==> src/rtl/core/rau_pkg.sv <==
// Package for the rational arithmetic unit.
// Holds opcode codes, internal widths and default parameter values; no dependencies.
package rau_pkg;

  localparam int OPERAND_WIDTH_DEF = 16;
  localparam int RAW_W             = 64;
  localparam int RES_W             = 33;
  localparam int OP_W              = 3;
  localparam int CNT_W             = $clog2(RAW_W);

  localparam logic [OP_W-1:0] OP_ADD = 3'd0;
  localparam logic [OP_W-1:0] OP_SUB = 3'd1;
  localparam logic [OP_W-1:0] OP_MUL = 3'd2;
  localparam logic [OP_W-1:0] OP_DIV = 3'd3;
  localparam logic [OP_W-1:0] OP_CMP = 3'd4;

endpackage

==> src/rtl/core/rau_req_if.sv <==
// Request channel of the rational arithmetic unit: opcode and two fractions.
// Depends on rau_pkg for the opcode width.
interface rau_req_if #(
  parameter int OPERAND_WIDTH = rau_pkg::OPERAND_WIDTH_DEF
);
  logic                              valid;
  logic                              ready;
  logic [rau_pkg::OP_W-1:0]          req_type;
  logic signed [OPERAND_WIDTH-1:0]   a_num;
  logic signed [OPERAND_WIDTH-1:0]   a_den;
  logic signed [OPERAND_WIDTH-1:0]   b_num;
  logic signed [OPERAND_WIDTH-1:0]   b_den;

  modport source (output valid, req_type, a_num, a_den, b_num, b_den, input ready);
  modport sink   (input valid, req_type, a_num, a_den, b_num, b_den, output ready);
endinterface

==> src/rtl/core/rau_res_if.sv <==
// Result channel of the rational arithmetic unit: reduced fraction and flags.
// Depends on rau_pkg for the result width.
interface rau_res_if;
  logic                             valid;
  logic                             ready;
  logic signed [rau_pkg::RES_W-1:0] res_num;
  logic signed [rau_pkg::RES_W-1:0] res_den;
  logic                             is_equal;
  logic                             zero_gcd_error;

  modport source (output valid, res_num, res_den, is_equal, zero_gcd_error, input ready);
  modport sink   (input valid, res_num, res_den, is_equal, zero_gcd_error, output ready);
endinterface

==> src/rtl/core/rational_arithmetic_unit.sv <==
// Rational arithmetic unit: add, subtract, multiply, divide, compare of fractions.
// Uses rau_pkg, rau_req_if and rau_res_if.
//
// Usage: one request beat on req carries an opcode and two fractions a and b.
// The unit answers with exactly one beat on res: the fraction reduced by its gcd
// (Euclid, truncating remainder), for compare the equality flag; else zero parts.
// Raw parts of add, subtract, multiply and divide come from one shared signed
// multiplier, two or three products, one per cycle. Every remainder and every
// exact division runs on one shared 64-bit restoring divider that retires one
// bit per cycle. Compare reduces two pairs, a and b, one after the other.
// req.ready is high only while the unit is idle; one item is worked at a time.
// The result waits in an output register; a stalled receiver holds it and
// the unit finishes its next item only once that register is free.
// Reset (rst, synchronous) returns the sequencer to idle and drops any result.
module rational_arithmetic_unit #(
  parameter int OPERAND_WIDTH = rau_pkg::OPERAND_WIDTH_DEF
) (
  input  logic clk,
  input  logic rst,
  rau_req_if.sink   req,
  rau_res_if.source res
);
  import rau_pkg::*;

  localparam int W = OPERAND_WIDTH;

  typedef enum logic [8:0] {
    S_IDLE = 9'b000000001,
    S_MUL  = 9'b000000010,
    S_LOAD = 9'b000000100,
    S_GCD  = 9'b000001000,
    S_REM  = 9'b000010000,
    S_DIVN = 9'b000100000,
    S_DIVD = 9'b001000000,
    S_FIN  = 9'b010000000,
    S_OUT  = 9'b100000000
  } state_t;

  state_t state;
  logic [OP_W-1:0] op;
  logic signed [W-1:0] an, ad, bn, bd;
  logic [1:0] mcnt;
  logic phase, err;
  logic signed [RAW_W-1:0] n, d, x, y, sa_n, sa_d;

  logic [RAW_W-1:0] dq, dr, dv;
  logic [CNT_W-1:0] dcnt;
  logic nq, nr;

  logic signed [W-1:0] ma, mb;
  logic signed [2*W-1:0] prod;
  logic signed [RAW_W-1:0] pext;
  logic addsub, mlast;

  logic [RAW_W:0] dt;
  logic dge;
  logic [RAW_W-1:0] dr_step, q_step;
  logic signed [RAW_W-1:0] q_s, r_s;

  assign addsub = (op == OP_ADD) || (op == OP_SUB);
  assign mlast  = addsub ? (mcnt == 2'd2) : (mcnt == 2'd1);

  always_comb begin
    ma = an;
    mb = bd;
    case (mcnt)
      2'd0: begin
        ma = an;
        mb = (op == OP_MUL) ? bn : bd;
      end
      2'd1: begin
        if (addsub) begin
          ma = bn;
          mb = ad;
        end else begin
          ma = ad;
          mb = (op == OP_MUL) ? bd : bn;
        end
      end
      default: begin
        ma = ad;
        mb = bd;
      end
    endcase
  end

  assign prod = ma * mb;
  assign pext = RAW_W'(prod);

  assign dt      = {dr, dq[RAW_W-1]};
  assign dge     = dt >= {1'b0, dv};
  assign dr_step = dge ? RAW_W'(dt - {1'b0, dv}) : dt[RAW_W-1:0];
  assign q_step  = {dq[RAW_W-2:0], dge};
  assign q_s     = nq ? -q_step : q_step;
  assign r_s     = nr ? -dr_step : dr_step;

  assign req.ready = (state == S_IDLE);

  always_ff @(posedge clk) begin
    if (rst) begin
      state     <= S_IDLE;
      res.valid <= 1'b0;
      phase     <= 1'b0;
      err       <= 1'b0;
      mcnt      <= '0;
      dcnt      <= '0;
    end else begin
      if (res.valid && res.ready && state != S_OUT) begin
        res.valid <= 1'b0;
      end
      case (state)
        S_IDLE: begin
          if (req.valid) begin
            op    <= req.req_type;
            an    <= req.a_num;
            ad    <= req.a_den;
            bn    <= req.b_num;
            bd    <= req.b_den;
            phase <= 1'b0;
            err   <= 1'b0;
            mcnt  <= '0;
            if (req.req_type == OP_CMP) begin
              n     <= RAW_W'(req.a_num);
              d     <= RAW_W'(req.a_den);
              state <= S_LOAD;
            end else if (req.req_type > OP_CMP) begin
              n     <= '0;
              d     <= '0;
              state <= S_FIN;
            end else begin
              state <= S_MUL;
            end
          end
        end
        S_MUL: begin
          if (mcnt == 2'd0) begin
            n <= pext;
          end else if (addsub && mcnt == 2'd1) begin
            n <= (op == OP_SUB) ? n - pext : n + pext;
          end else begin
            d <= pext;
          end
          mcnt <= mcnt + 2'd1;
          if (mlast) begin
            state <= S_LOAD;
          end
        end
        S_LOAD: begin
          x     <= n;
          y     <= d;
          state <= S_GCD;
        end
        S_GCD: begin
          dr   <= '0;
          dcnt <= '0;
          if (y == '0) begin
            if (x == '0) begin
              err   <= 1'b1;
              state <= S_FIN;
            end else begin
              dq    <= n[RAW_W-1] ? -n : n;
              dv    <= x[RAW_W-1] ? -x : x;
              nq    <= n[RAW_W-1] ^ x[RAW_W-1];
              nr    <= n[RAW_W-1];
              state <= S_DIVN;
            end
          end else begin
            dq    <= x[RAW_W-1] ? -x : x;
            dv    <= y[RAW_W-1] ? -y : y;
            nq    <= x[RAW_W-1] ^ y[RAW_W-1];
            nr    <= x[RAW_W-1];
            state <= S_REM;
          end
        end
        S_REM, S_DIVN, S_DIVD: begin
          if (dcnt == CNT_W'(RAW_W - 1)) begin
            dr   <= '0;
            dcnt <= '0;
            case (state)
              S_REM: begin
                x     <= y;
                y     <= r_s;
                state <= S_GCD;
              end
              S_DIVN: begin
                n     <= q_s;
                dq    <= d[RAW_W-1] ? -d : d;
                nq    <= d[RAW_W-1] ^ x[RAW_W-1];
                nr    <= d[RAW_W-1];
                state <= S_DIVD;
              end
              default: begin
                d     <= q_s;
                state <= S_FIN;
              end
            endcase
          end else begin
            dq   <= q_step;
            dr   <= dr_step;
            dcnt <= dcnt + 1'b1;
          end
        end
        S_FIN: begin
          if (op == OP_CMP && !phase) begin
            sa_n  <= n;
            sa_d  <= d;
            n     <= RAW_W'(bn);
            d     <= RAW_W'(bd);
            phase <= 1'b1;
            state <= S_LOAD;
          end else begin
            state <= S_OUT;
          end
        end
        S_OUT: begin
          if (!res.valid || res.ready) begin
            res.valid          <= 1'b1;
            res.res_num        <= (op == OP_CMP) ? '0 : n[RES_W-1:0];
            res.res_den        <= (op == OP_CMP) ? '0 : d[RES_W-1:0];
            res.is_equal       <= (op == OP_CMP) && (sa_n == n) && (sa_d == d);
            res.zero_gcd_error <= err;
            state              <= S_IDLE;
          end
        end
        default: begin
          state <= S_IDLE;
        end
      endcase
    end
  end

endmodule

==> src/flat_wrapper.sv <==
// flat-port wrapper written by rule: the top's interface ports become plain ports
module rational_arithmetic_unit_flat import rau_pkg::*;
#(
  parameter int OPERAND_WIDTH = rau_pkg::OPERAND_WIDTH_DEF
)
  (clk, rst, req_valid, req_req_type, req_a_num, req_a_den, req_b_num, req_b_den, req_ready, res_valid, res_res_num, res_res_den, res_is_equal, res_zero_gcd_error, res_ready);
  rau_req_if #(.OPERAND_WIDTH(OPERAND_WIDTH)) req_i ();
  rau_res_if res_i ();
  input  logic clk;
  input  logic rst;
  input wire logic [$bits(req_i.valid)-1:0] req_valid;
  input wire logic [$bits(req_i.req_type)-1:0] req_req_type;
  input wire logic [$bits(req_i.a_num)-1:0] req_a_num;
  input wire logic [$bits(req_i.a_den)-1:0] req_a_den;
  input wire logic [$bits(req_i.b_num)-1:0] req_b_num;
  input wire logic [$bits(req_i.b_den)-1:0] req_b_den;
  output wire logic [$bits(req_i.ready)-1:0] req_ready;
  output wire logic [$bits(res_i.valid)-1:0] res_valid;
  output wire logic [$bits(res_i.res_num)-1:0] res_res_num;
  output wire logic [$bits(res_i.res_den)-1:0] res_res_den;
  output wire logic [$bits(res_i.is_equal)-1:0] res_is_equal;
  output wire logic [$bits(res_i.zero_gcd_error)-1:0] res_zero_gcd_error;
  input wire logic [$bits(res_i.ready)-1:0] res_ready;
  assign req_i.valid = req_valid;
  assign req_i.req_type = req_req_type;
  assign req_i.a_num = req_a_num;
  assign req_i.a_den = req_a_den;
  assign req_i.b_num = req_b_num;
  assign req_i.b_den = req_b_den;
  assign req_ready = req_i.ready;
  assign res_valid = res_i.valid;
  assign res_res_num = res_i.res_num;
  assign res_res_den = res_i.res_den;
  assign res_is_equal = res_i.is_equal;
  assign res_zero_gcd_error = res_i.zero_gcd_error;
  assign res_i.ready = res_ready;
  rational_arithmetic_unit #(.OPERAND_WIDTH(OPERAND_WIDTH)) u_core (.clk(clk), .rst(rst), .req(req_i), .res(res_i));
endmodule
==> config.mk <==
export PLATFORM = sky130hd
export DESIGN_NAME = rational_arithmetic_unit_flat
export DESIGN_NICKNAME = d
export VERILOG_FILES = /design/src/rtl/core/rau_pkg.sv /design/src/rtl/core/rau_req_if.sv /design/src/rtl/core/rau_res_if.sv /design/src/rtl/core/rational_arithmetic_unit.sv /design/src/flat_wrapper.sv
export SDC_FILE = /design/constraint.sdc
export NUM_CORES = 2
export LEC_CHECK = 0
export BUFFER_PORTS_ARGS = -buffer_cell sky130_fd_sc_hd__buf_2
export CAP_MARGIN = 10
export CORE_MARGIN = 2
export CORE_UTILIZATION = 30
export CTS_BUF_LIST = sky130_fd_sc_hd__clkbuf_16
export DETAILED_ROUTE_END_ITERATION = 12
export MAX_ROUTING_LAYER = met4
export SLEW_MARGIN = 20
export SYNTH_ARGS = -nofsm -noshare
export SYNTH_HDL_FRONTEND = slang
export SYNTH_SLANG_ARGS = --single-unit
export TNS_END_PERCENT = 10
==> constraint.sdc <==
create_clock -name clk -period 25.1 [get_ports clk]
set_input_delay 3.765 -clock clk [delete_from_list [all_inputs] [get_ports clk]]
set_output_delay 3.765 -clock clk [all_outputs]
set_load 0.1 [all_outputs]
* Yosys cells after proc, flatten, opt, wreduce, memory -nomap -nowiden
Index checks and enable logic that the tools add are counted.
Cells by class: $mul 1, $add $sub $neg 11, reductions and logical operators 36, equal/unequal tests 36, multiplexer cells 81, bitwise gates (word level) 4, order comparisons 2
Operators by type and width (number):
- two-way mux 64 bit | 34
- case mux 64 bit (2 select lines) | 4
- case mux 64 bit (4 select lines) | 2
- negator 64 bit | 6
- equality test 64 bit | 2
- zero test 64 bit | 2
- greater-or-equal comparator 65 x 64 -> 1 bit | 1
- adder 64 x 32 -> 64 bit | 1
- two-way mux 16 bit | 4
- case mux 16 bit (2 select lines) | 2
- subtractor 64 x 32 -> 64 bit | 1
- subtractor 64 bit | 1
- case mux 9 bit (7 select lines) | 1
- two-way mux 9 bit | 6
- multiplier 16 x 16 -> 32 bit | 1
- two-way mux 8 bit | 3
- two-way mux 1 bit | 16
- inequality test 2 x 1 -> 1 bit (second input constant) | 8
- case mux 8 bit (2 select lines) | 1
- AND reduction 4 bit | 4
- AND reduction 3 bit | 5
- case mux 6 bit (2 select lines) | 1
- inequality test 2 bit (second input constant) | 5
- nonzero test 2 bit | 5
- 39 further kinds | 55
Storage, ports and cells: word-level logic and storage cells 197, flip-flop bits (word level) 733, bits of input ports 71

* Depth between registers and ports, before layout
depth in word-level cells 10, mapped depth 52

* Least setup slack after synthesis
No wires, ideal clock.
kind input-to-reg, start in rst, end reg u_core.x[0] (enable), setup slack 6.956 ns, data arrival time 17.171 ns, path buffers 1, stages on the path 3, required time 24.127 ns, cell sequence clkbuf_1 nor2_1 nor4b_1
On the way: word-level cells in the longest chain between the ends 2
Ends and longest elaborated chain:
- start, declared | line flat_wrapper.sv:10 | input logic rst;
- inverter 1 bit (no source line)
- AND reduction 4 bit (no source line)
- end signal, assigned | line rational_arithmetic_unit.sv:149 | x <= n;
- end signal, assigned | line rational_arithmetic_unit.sv:181 | x <= y;
- end, declared | line rational_arithmetic_unit.sv:44 | logic signed [RAW_W-1:0] n, d, x, y, sa_n, sa_d;
Every way passes these cells. A chain may end at the register's enable or synchronous reset.

* Worst setup path after layout
start reg u_core.mcnt[0], end reg u_core.n[62], data pin
On the way: word-level cells in the longest chain between the ends 8
Ends and longest elaborated chain:
- start, declared | line rational_arithmetic_unit.sv:42 | logic [1:0] mcnt;
- start signal, assigned | line rational_arithmetic_unit.sv:143 | mcnt <= mcnt + 2'd1;
- equality test 2 x 1 -> 1 bit / zero test 2 bit (equally long branches) | line rational_arithmetic_unit.sv:66, rational_arithmetic_unit.sv:136
- case mux 16 bit (2 select lines) | line rational_arithmetic_unit.sv:66 | case (mcnt)
- multiplier 16 x 16 -> 32 bit | line rational_arithmetic_unit.sv:87 | assign prod = ma * mb;
- adder 64 x 32 -> 64 bit / subtractor 64 x 32 -> 64 bit (equally long branches) | line rational_arithmetic_unit.sv:139 | n <= (op == OP_SUB) ? n - pext : n + pext;
- two-way mux 64 bit | line rational_arithmetic_unit.sv:139
- two-way mux 64 bit | line rational_arithmetic_unit.sv:138 | end else if (addsub && mcnt == 2'd1) begin
- two-way mux 64 bit * | line rational_arithmetic_unit.sv:136 | if (mcnt == 2'd0) begin
- case mux 64 bit (4 select lines) * | line rational_arithmetic_unit.sv:111 | case (state)
- end signal, assigned | line rational_arithmetic_unit.sv:123 | n <= RAW_W'(req.a_num);
- end signal, assigned | line rational_arithmetic_unit.sv:137 | n <= pext;
- end signal, assigned | line rational_arithmetic_unit.sv:139
- end, declared | line rational_arithmetic_unit.sv:44
Every way passes the cells marked *; elsewhere a longest branch is shown, timed or not. The select of a mux whose other input is x is not followed.

==> flow_summary_export.csv <==
group,metric,value,unit
synth,synth-seq-cells,733,
cts,path_clk_slew,0.06,ns
die,die_y,449,um
synth,synth_edf_count,713,
synth,yosysUniqueCellTypes,109,
routing,post_drt_wl_per_cell,23.2,um
routing,firstDrtPassIters,9,
routing,dr_total_vias,49427,
routing,ant_nets,0,
cts,hold_buffers,0,
timing,finalSetupViolations,0,
global_routing,grt-ovfl-total,0,
final_layout,seq_area,0.0218,sq mm
placement,port_buffers,140,
routing,drc_errors,0,
synth,synth.net_count,7043,
min_path,min_path_type,"register to register",
synth,postSynthAreaPerCell,9.17,sq um
die,die_area,0.202,sq mm
synth,netlist_area,0.0595,sq mm
setup_path,critical_path_class,"register to register",
die,die_w,449,um
routing,vias_per_cell,5.39,
global_routing,grt_start_max_net_pins,133,
cts,htreeDepth,3,
final_layout,drive_gt1_frac,0.0753,
final_layout,nets,7010,
timing,final_hold_viol_count,0,
global_routing,grt_usage,0.209,
timing,fin_setup_tns,0,ns
timing,slew_viol_final,0,
placement,place_hpwl,167000,um
timing,min_period_over_period,0.526,
cts,post_cts_buffers,0,
timing,fmax,75.7,MHz
timing,rsz0062_at_grt,"false",
placement,place_congestion,1.00,
synth,ys.flop_type,"edfxtp_1",
setup_path,arrival,13.61,ns
final_layout,multi_input_area,0.0348,sq mm
synth,async_flop_share,0,
setup_path,critPathTopFamily,"adder cells",
cts,root_buffer,"clkbuf_16",
cts,numCtsBuffers,82,
global_routing,grt_pass1_vias,47403,
setup_path,crit_path_frequent_cell,"fa_1",
setup_path,cp_data_required_time,25.50,ns
global_routing,grt_pass1_wl,312000,um
routing,drt-initial-drc-count,5655,
synth,synthCells,6487,
setup_path,critPathCaptureType,"register",
cts,cts_tree,"built",
cts,clock_sinks,733,
synth,yosysWarnings,0,
die,initial_core_util,0.302,
timing,fin_crit,13.21,ns
timing,max_slew_margin,0.261,
die,fp-row-count,163,
synth,yosysSeqAreaShare,0.367,
final_layout,syn2layout_area_growth,10.4,%
cts,clock_latency,0.72,ns
setup_path,crit_slowest_cell,"a22o_1",
outcome,status,"finished clean",
timing,fin_worst_skew,0.0523,ns
final_layout,nFillCells,20249,
die,ios,141,
die,core,0.197,sq mm
global_routing,antenna_found_initial,21,
setup_path,path_buf_inv,5,
setup_path,start_kind,"register",
job,drv_cap,0,
routing,wl,212000,um
setup_path,worst-path-max-fanout,34,
setup_path,cpPeakStageDelay,0.74,ns
cts,clk_path_buf_depth,3,
timing,tightest_slew,1.10,ns
cts,cts-resized-gates,0,
## path summary, 6_finish.rpt
kind,to,slack (ns),cells past startpoint,start
worst min register to register,u_core.res.zero_gcd_error,0.44,0,u_core.err
worst max-delay path,u_core.n[62],11.89,42,u_core.mcnt[0]
worst min-delay path,u_core.res.zero_gcd_error,0.44,0,u_core.err
worst max register to register,u_core.n[62],11.89,42,u_core.mcnt[0]
## registers in the layout (all words and copies together) (netlist names), 33 cells and up
signal / flops
u_core.d: 64
u_core.n: 64
u_core.sa_n: 64
u_core.x: 64
u_core.y: 64
u_core.sa_d: 64
u_core.dr: 64
u_core.dv: 64
u_core.res.res_num: 33
u_core.dq: 64
u_core.res.res_den: 33
## Yosys cell counts (all sizes together) (12+ instances only)
library cell / count / share of area
a31oi: 23 / 0.0024
xnor2: 329 / 0.048
inv: 451 / 0.028
nor3b: 18 / 0.0024
a211o: 23 / 0.0034
a221oi: 12 / 0.0018
o21ai: 535 / 0.045
dfxtp: 20 / 0.0067
a22oi: 38 / 0.0048
o41ai: 58 / 0.0095
edfxtp: 713 / 0.36
a21o: 78 / 0.010
nor2: 525 / 0.033
clkbuf: 280 / 0.018
nand4: 88 / 0.0095
or2: 43 / 0.0045
nor2b: 86 / 0.0090
ha: 221 / 0.046
a222oi: 25 / 0.0042
nand3: 97 / 0.0082
a21boi: 15 / 0.0019
buf: 67 / 0.0055
a21oi: 355 / 0.030
nand2: 884 / 0.056
xor2: 327 / 0.048
nand2b: 60 / 0.0063
nor3: 99 / 0.0089
and3: 31 / 0.0033
and2: 48 / 0.0050
o21a: 31 / 0.0039
nor4: 71 / 0.0078
or3: 93 / 0.010
mux2i: 38 / 0.0064
o211ai: 50 / 0.0063
or4: 48 / 0.0064
o31ai: 115 / 0.016
fa: 264 / 0.089
a211oi: 65 / 0.0084
o21bai: 17 / 0.0023
## logic make-up after synthesis
logic type                 after synthesis  synth area share
and+or+nand+nor                       2248             0.180
AOI/OAI and AO/OA                     1524             0.163
buffers and inverters                  799            0.0517
DFF                                    733             0.367
xor gates and xnor gates               656            0.0966
adders and majority gates              485             0.135
muxes                                   42           0.00715
## worst register-to-register path, delay by kind of cell, from the launching register on
family	cells	cell delay (ns)
buffers and inverters	5	0.53
DFF	1	0.33
AOI/OAI and AO/OA	15	4.24
and+or+nand+nor	11	3.16
xor gates and xnor gates	2	0.24
adders and majority gates	9	4.41
## cell usage in the layout (no fill, tap or decap), types with 77 or more instances in the layout
cell type / count
nand2_1: 881
edfxtp_1: 713
nor2_1: 515
o21ai_0: 511
inv_1: 465
a21oi_1: 349
xnor2_1: 329
xor2_1: 327
fa_1: 264
ha_1: 220
buf_2: 140
o31ai_1: 107
nand3_1: 94
nor3_1: 91
buf_4: 87
nand4_1: 86
nor2b_1: 86
or3_1: 85
clkbuf_16: 82
a21o_1: 77
## area by class of cell
class | count | area share
inverters | 452 | 0.0259
clock buffers | 82 | 0.0313
clock inverters | 65 | 0.00932
repair buffers | 230 | 0.0212
well taps | 2640 | 0.0503
diodes | 9 | 0.000343
flip-flops and latches | 733 | 0.332
multi-input cells | 4955 | 0.530
## per-layer routing
| metal | vias to the layer above | global-route usage | share of wire |
|---|---|---|---|
| li1 | 22890 | - | - |
| met1 | 24113 | 0.267 | 0.42 |
| met2 | 2062 | 0.326 | 0.46 |
| met3 | 362 | 0.0282 | 0.073 |
| met4 | 0 | 0.101 | 0.052 |
| met5 | - | - | 0 |
## through the flow
stage | instance area (sq um) | worst slack (ns) | utilization | hold WS, ns | std cells
global placement | 62900 | 12.08 | 0.319 | 0.418 | 9008
detailed placement | 63000 | 12.06 | 0.319 | 0.431 | 9008
floorplan | 59500 | 6.96 | - | 0.409 | 6487
CTS | 65600 | 11.99 | 0.333 | 0.440 | 9155
global route | 65600 | 11.21 | 0.333 | 0.445 | 9164
finish | 65700 | 11.89 | 0.333 | 0.439 | 9166
Power is not shown: default switching activity piles up to over one toggle a cycle in this logic, so the estimate is an artifact.
